$ cat src/rtl/ito_pkg.sv
package ito_pkg;

  localparam int TIME_W  = 64;
  localparam int VAL_W   = 32;
  localparam int NVAL    = 9;
  localparam int ROW_W   = NVAL * VAL_W;
  localparam int WB      = 24;
  localparam int HEAD_W  = 40;
  localparam int ACC_W   = HEAD_W + WB + 2;
  localparam int YAW_IDX = 8;
  localparam int KW      = 4;

  localparam logic [KW-1:0] CORR_K = KW'(NVAL);

  localparam logic FUNC_PUSH  = 1'b0;
  localparam logic FUNC_QUERY = 1'b1;

  typedef logic [ROW_W-1:0]  row_t;
  typedef logic [TIME_W-1:0] stamp_t;

endpackage

$ cat src/rtl/ito_div.sv
module ito_div (
  input  logic                  clk_i,
  input  logic                  rst_ni,
  input  logic                  start_i,
  input  logic [31:0]           num_i,
  input  logic [31:0]           den_i,
  output logic                  done_o,
  output logic [ito_pkg::WB:0]  quo_o
);
  import ito_pkg::*;

  logic [32+WB:0] n_full;
  logic [31:0]    rem_q;
  logic [WB:0]    sh_q;
  logic [31:0]    den_q;
  logic [4:0]     cnt_q;
  logic           busy_q;
  logic           done_q;
  logic [32:0]    r2;
  logic [32:0]    diff;
  logic           ge;

  assign n_full = {1'b0, num_i, {WB{1'b0}}} + {{(WB+2){1'b0}}, den_i[31:1]};
  assign r2     = {rem_q, sh_q[WB]};
  assign diff   = r2 - {1'b0, den_q};
  assign ge     = r2 >= {1'b0, den_q};

  always_ff @(posedge clk_i or negedge rst_ni) begin
    if (!rst_ni) begin
      busy_q <= 1'b0;
      done_q <= 1'b0;
      cnt_q  <= '0;
    end else begin
      done_q <= busy_q && (cnt_q == 5'd1);
      if (start_i) begin
        busy_q <= 1'b1;
        cnt_q  <= 5'(WB + 1);
      end else if (busy_q) begin
        cnt_q <= cnt_q - 5'd1;
        if (cnt_q == 5'd1) busy_q <= 1'b0;
      end
    end
  end

  always_ff @(posedge clk_i) begin
    if (start_i) begin
      rem_q <= n_full[32+WB:WB+1];
      sh_q  <= n_full[WB:0];
      den_q <= den_i;
    end else if (busy_q) begin
      rem_q <= ge ? diff[31:0] : r2[31:0];
      sh_q  <= {sh_q[WB-1:0], ge};
    end
  end

  assign done_o = done_q;
  assign quo_o  = sh_q;

endmodule

$ cat config.mk
export PLATFORM = sky130hd
export DESIGN_NAME = ito_div
export DESIGN_NICKNAME = d
export VERILOG_FILES = /design/src/rtl/ito_pkg.sv /design/src/rtl/ito_div.sv
export SDC_FILE = /design/constraint.sdc
export NUM_CORES = 1
export LEC_CHECK = 0
export ABC_CLOCK_PERIOD_IN_PS = 3550
export BUFFER_PORTS_ARGS = -buffer_cell sky130_fd_sc_hd__buf_4
export CORE_ASPECT_RATIO = 0.75
export CORE_MARGIN = 5
export CORE_UTILIZATION = 58
export DETAILED_ROUTE_END_ITERATION = 16
export PLACE_DENSITY = 0.92
export SLEW_MARGIN = 20
export SYNTH_ARGS = -nofsm -noshare
export SYNTH_HDL_FRONTEND = slang
export SYNTH_SLANG_ARGS = --single-unit
export TNS_END_PERCENT = 20
$ cat constraint.sdc
create_clock -name clk_i -period 3.55 [get_ports clk_i]
set_input_delay 0.1775 -clock clk_i [delete_from_list [all_inputs] [get_ports clk_i]]
set_output_delay 0.1775 -clock clk_i [all_outputs]
set_load 0.005 [all_outputs]
==> metrics <==
I/O Buffers=92; Worst Tran Pin Value=956 ps; Startpoint Class=flop; status=complete, no violations; number of hold violations in the final report=0; Async SR Flop Fraction=0.0729; R2R setup slack=180 ps; Die ar.=14100 µm²; period utilisation layout=0.951; data arrival time of the worst path=3480 ps; Synth area leader=edfxtp_1; GR Util met1=0.357; share of the synthesized area in the top cell type=0.390; GR Util met2=0.424; most common cell in the synthesized netlist=edfxtp_1; # nets final=895; Ports=93; P per Cell Area=730 nW/µm²; f_max=0.296 GHz; Setup Skew=5.65 ps; CTS tree=built; number of flops mapped to enable cells by yosys=89; Iteration-0 DRC Markers=812; Final WS setup=175 ps; setup_tns=0 ps; Slew Limit Fails=0; layout cells sized above 1=0.215; Seq/Total Area, Yosys=0.415; n_diodes=0; Routed WL=18600 µm; drt first pass iters=6; largest net degree at the start of global routing=61; vias in the first global route=5809; Pleak=3.31 nW; kind of cell adding the most delay to the critical path=compound AO/OA/AOI/OAI gates; H-tree depth=3; synth top area cells=edfxtp_1 (39%), ha_1 (7.5%), mux2_2 (4.1%); Cells after Synth=696; FF-to-FF Start=rem_q[3]$_DFFE_PP_; # resized after CTS=0; Die Ht=104 µm; met3 Resource Use GR=0.0474; Post-synth top cells=edfxtp_1 (89), nand2_1 (62), inv_1 (57); Routed Antenna Nets=0; crit path launch=rem_q[3]$_DFFE_PP_; Area growth syn-to-layout=17.9%; FF-to-FF path depth=9; ordered cell list for the critical path=ha_1 > a21o_1 > a31o_2 > o211ai_2 > a31oi_2 > o21a_1 > o21ai_2 > nand2_1 > mux2_2; CTS Sinks=96; TritonCTS Buffers=9; Finished Cell Area=8080 µm²; total track usage=0.262; routability cong.=0.955; Yosys reg bits=96; GRT Residual Overflow=0; Critical Path Stages=9; clk_lat worst skew=350 ps; first-pass GRT wire length=29400 µm; Slowest-stage cell, CP=nand2_1; Vias=5958; Netlist cell types=73; Yosys Warn Count=0; Overall Power=5.90 mW; Cell Area, Synth=6860 µm²; buffer and inverter count on the worst path=0; row count=34; Syn Area/Cell=9.85 µm²; sequential cell area=2850 µm²; RR Endpoint=quo_o[0]$_DFFE_PP_; RSZ-0062 raised after global routing=no; Clock Path Buffers=2; clock transition at the registers of the reported paths=70 ps; slew margin rel.=0.359; die width=136 µm; CP max stage delay=480 ps; initial antenna violation count=0; core area=11600 µm²; Post-DP Area=7710 µm²; HP Class=primary input to flop; Multi-input gate area=3650 µm²; minimum clock period=3370 ps; pre-CTS WS=271 ps; most used routing layer in global routing=met2; WL/cell=19.5 µm; remaining routing DRC violations=0; CTS Root Cell=clkbuf_16; Vias/cell=6.26; Peak VDD IR=444 µV; kind of critical path=flop to flop; crit path capture=quo_o[0]$_DFFE_PP_; Layout fillers=896; hpwl dp=14000 µm; maxcap violations=0; final setup vio count=0; crit-path max FO=11; prevailing post-synth register cell=edfxtp_1; Synth Net Count=806; Worst Path Required=3660 ps; Initial Util=0.593; CP Capture Type=flop
[state kept, by name, summed over array words and instances (netlist names)]
| signal | flops |
|---|---|
| den_q | 32 |
| rem_q | 32 |
| quo_o | 25 |
| cnt_q | 5 |
| busy_q | 1 |
| done_o | 1 |
[worst reg2reg max path: stages, from the launching register on]
cell	delay (ps)
edfxtp_1	420
ha_1	400
a21o_1	210
a31o_2	240
o211ai_2	190
a31oi_2	170
o21a_1	220
o21ai_2	350
nand2_1	480
mux2_2	440
[repair_timing]
| action | in CTS | in global routing |
|---|---|---|
| hold buffers | 2 | 4 |
| hold endpoints to repair | 8 | 4 |
| setup buffers | 0 | 0 |
[layer usage]
metal	vias to the layer above	wire [µm]
li1	2779	-
met1	2824	7700
met3	38	1610
met2	317	8830
met4	0	435
met5	-	0
[area by class of cell]
type	instances	share of cell area
repair buffers	112	0.106
multi-input cells	508	0.451
clock inverters	4	0.00387
flip-flops and latches	96	0.352
clock buffers	12	0.0345
inverters	58	0.0269
well taps	162	0.0251
[report_power, final]
part	total, mW	switching, mW	internal (mW)
Sequential	1.74	0.158	1.58
Combinational	3.15	1.89	1.26
Clock	1.01	0.443	0.566
Total	5.90	2.49	3.41
[cell usage in the layout, fill, tap and decap left out, types with 4 or more instances in the layout]
master | netlist | layout
a211oi_1 | 13 | 13
a21o_1 | 8 | 8
a21oi_1 | 32 | 32
a311o_1 | 5 | 5
a31oi_1 | 8 | 8
a32oi_1 | 5 | 5
and3_1 | 7 | 7
buf_4 | 0 | 106
clkbuf_16 | 0 | 11
dfrtp_1 | 7 | 7
dlygate4sd3_1 | 0 | 6
edfxtp_1 | 89 | 89
ha_1 | 41 | 41
inv_1 | 57 | 57
mux2_2 | 25 | 25
nand2_1 | 62 | 61
nand2b_1 | 6 | 6
nand3_1 | 23 | 23
nand4_1 | 11 | 11
nor2_1 | 37 | 37
nor2b_1 | 7 | 7
nor3_1 | 13 | 13
nor3b_1 | 4 | 4
nor4_1 | 8 | 8
nor4b_1 | 5 | 5
o211ai_1 | 12 | 12
o21a_1 | 5 | 5
o21ai_0 | 32 | 31
o21ai_1 | 4 | 5
o21bai_1 | 5 | 5
o311ai_1 | 7 | 7
xnor2_1 | 32 | 32
xor2_1 | 24 | 24
[logic make-up (layout without fill, tap and decap cells)]
| kind of cell | count (synthesis) | in the layout | synth area share |
|---|---|---|---|
| adders and majority gates | 43 | 43 | 0.0807 |
| muxes | 25 | 25 | 0.0411 |
| DFF | 96 | 96 | 0.415 |
| and+or+nand+nor | 207 | 207 | 0.154 |
| xor gates and xnor gates | 56 | 56 | 0.0715 |
| buffers and inverters | 92 | 186 | 0.0531 |
| AOI/OAI and AO/OA | 177 | 177 | 0.184 |
[how the worst min path moves through the flow]
stage | from | end | depth (start not counted)
CTS | den_i[11] | den_q[11]$_DFFE_PP_ | 1
floorplan | rst_ni | busy_q$_DFF_PN0_ | 0
finish | den_i[10] | den_q[10]$_DFFE_PP_ | 1
global route | den_i[17] | den_q[17]$_DFFE_PP_ | 1
detailed placement | rst_ni | done_o$_DFF_PN0_ | 1
global placement | rst_ni | done_o$_DFF_PN0_ | 1
[metrics by stage]
stage,instances,util,hold WS [ps]
global placement,930,0.666,-9.46
finish,952,0.698,7.60
floorplan,696,-,-118
global route,952,0.698,0.472
CTS,948,0.695,0.0905
detailed placement,930,0.666,-6.91
Note: power is estimated with default switching activity, not from simulation.
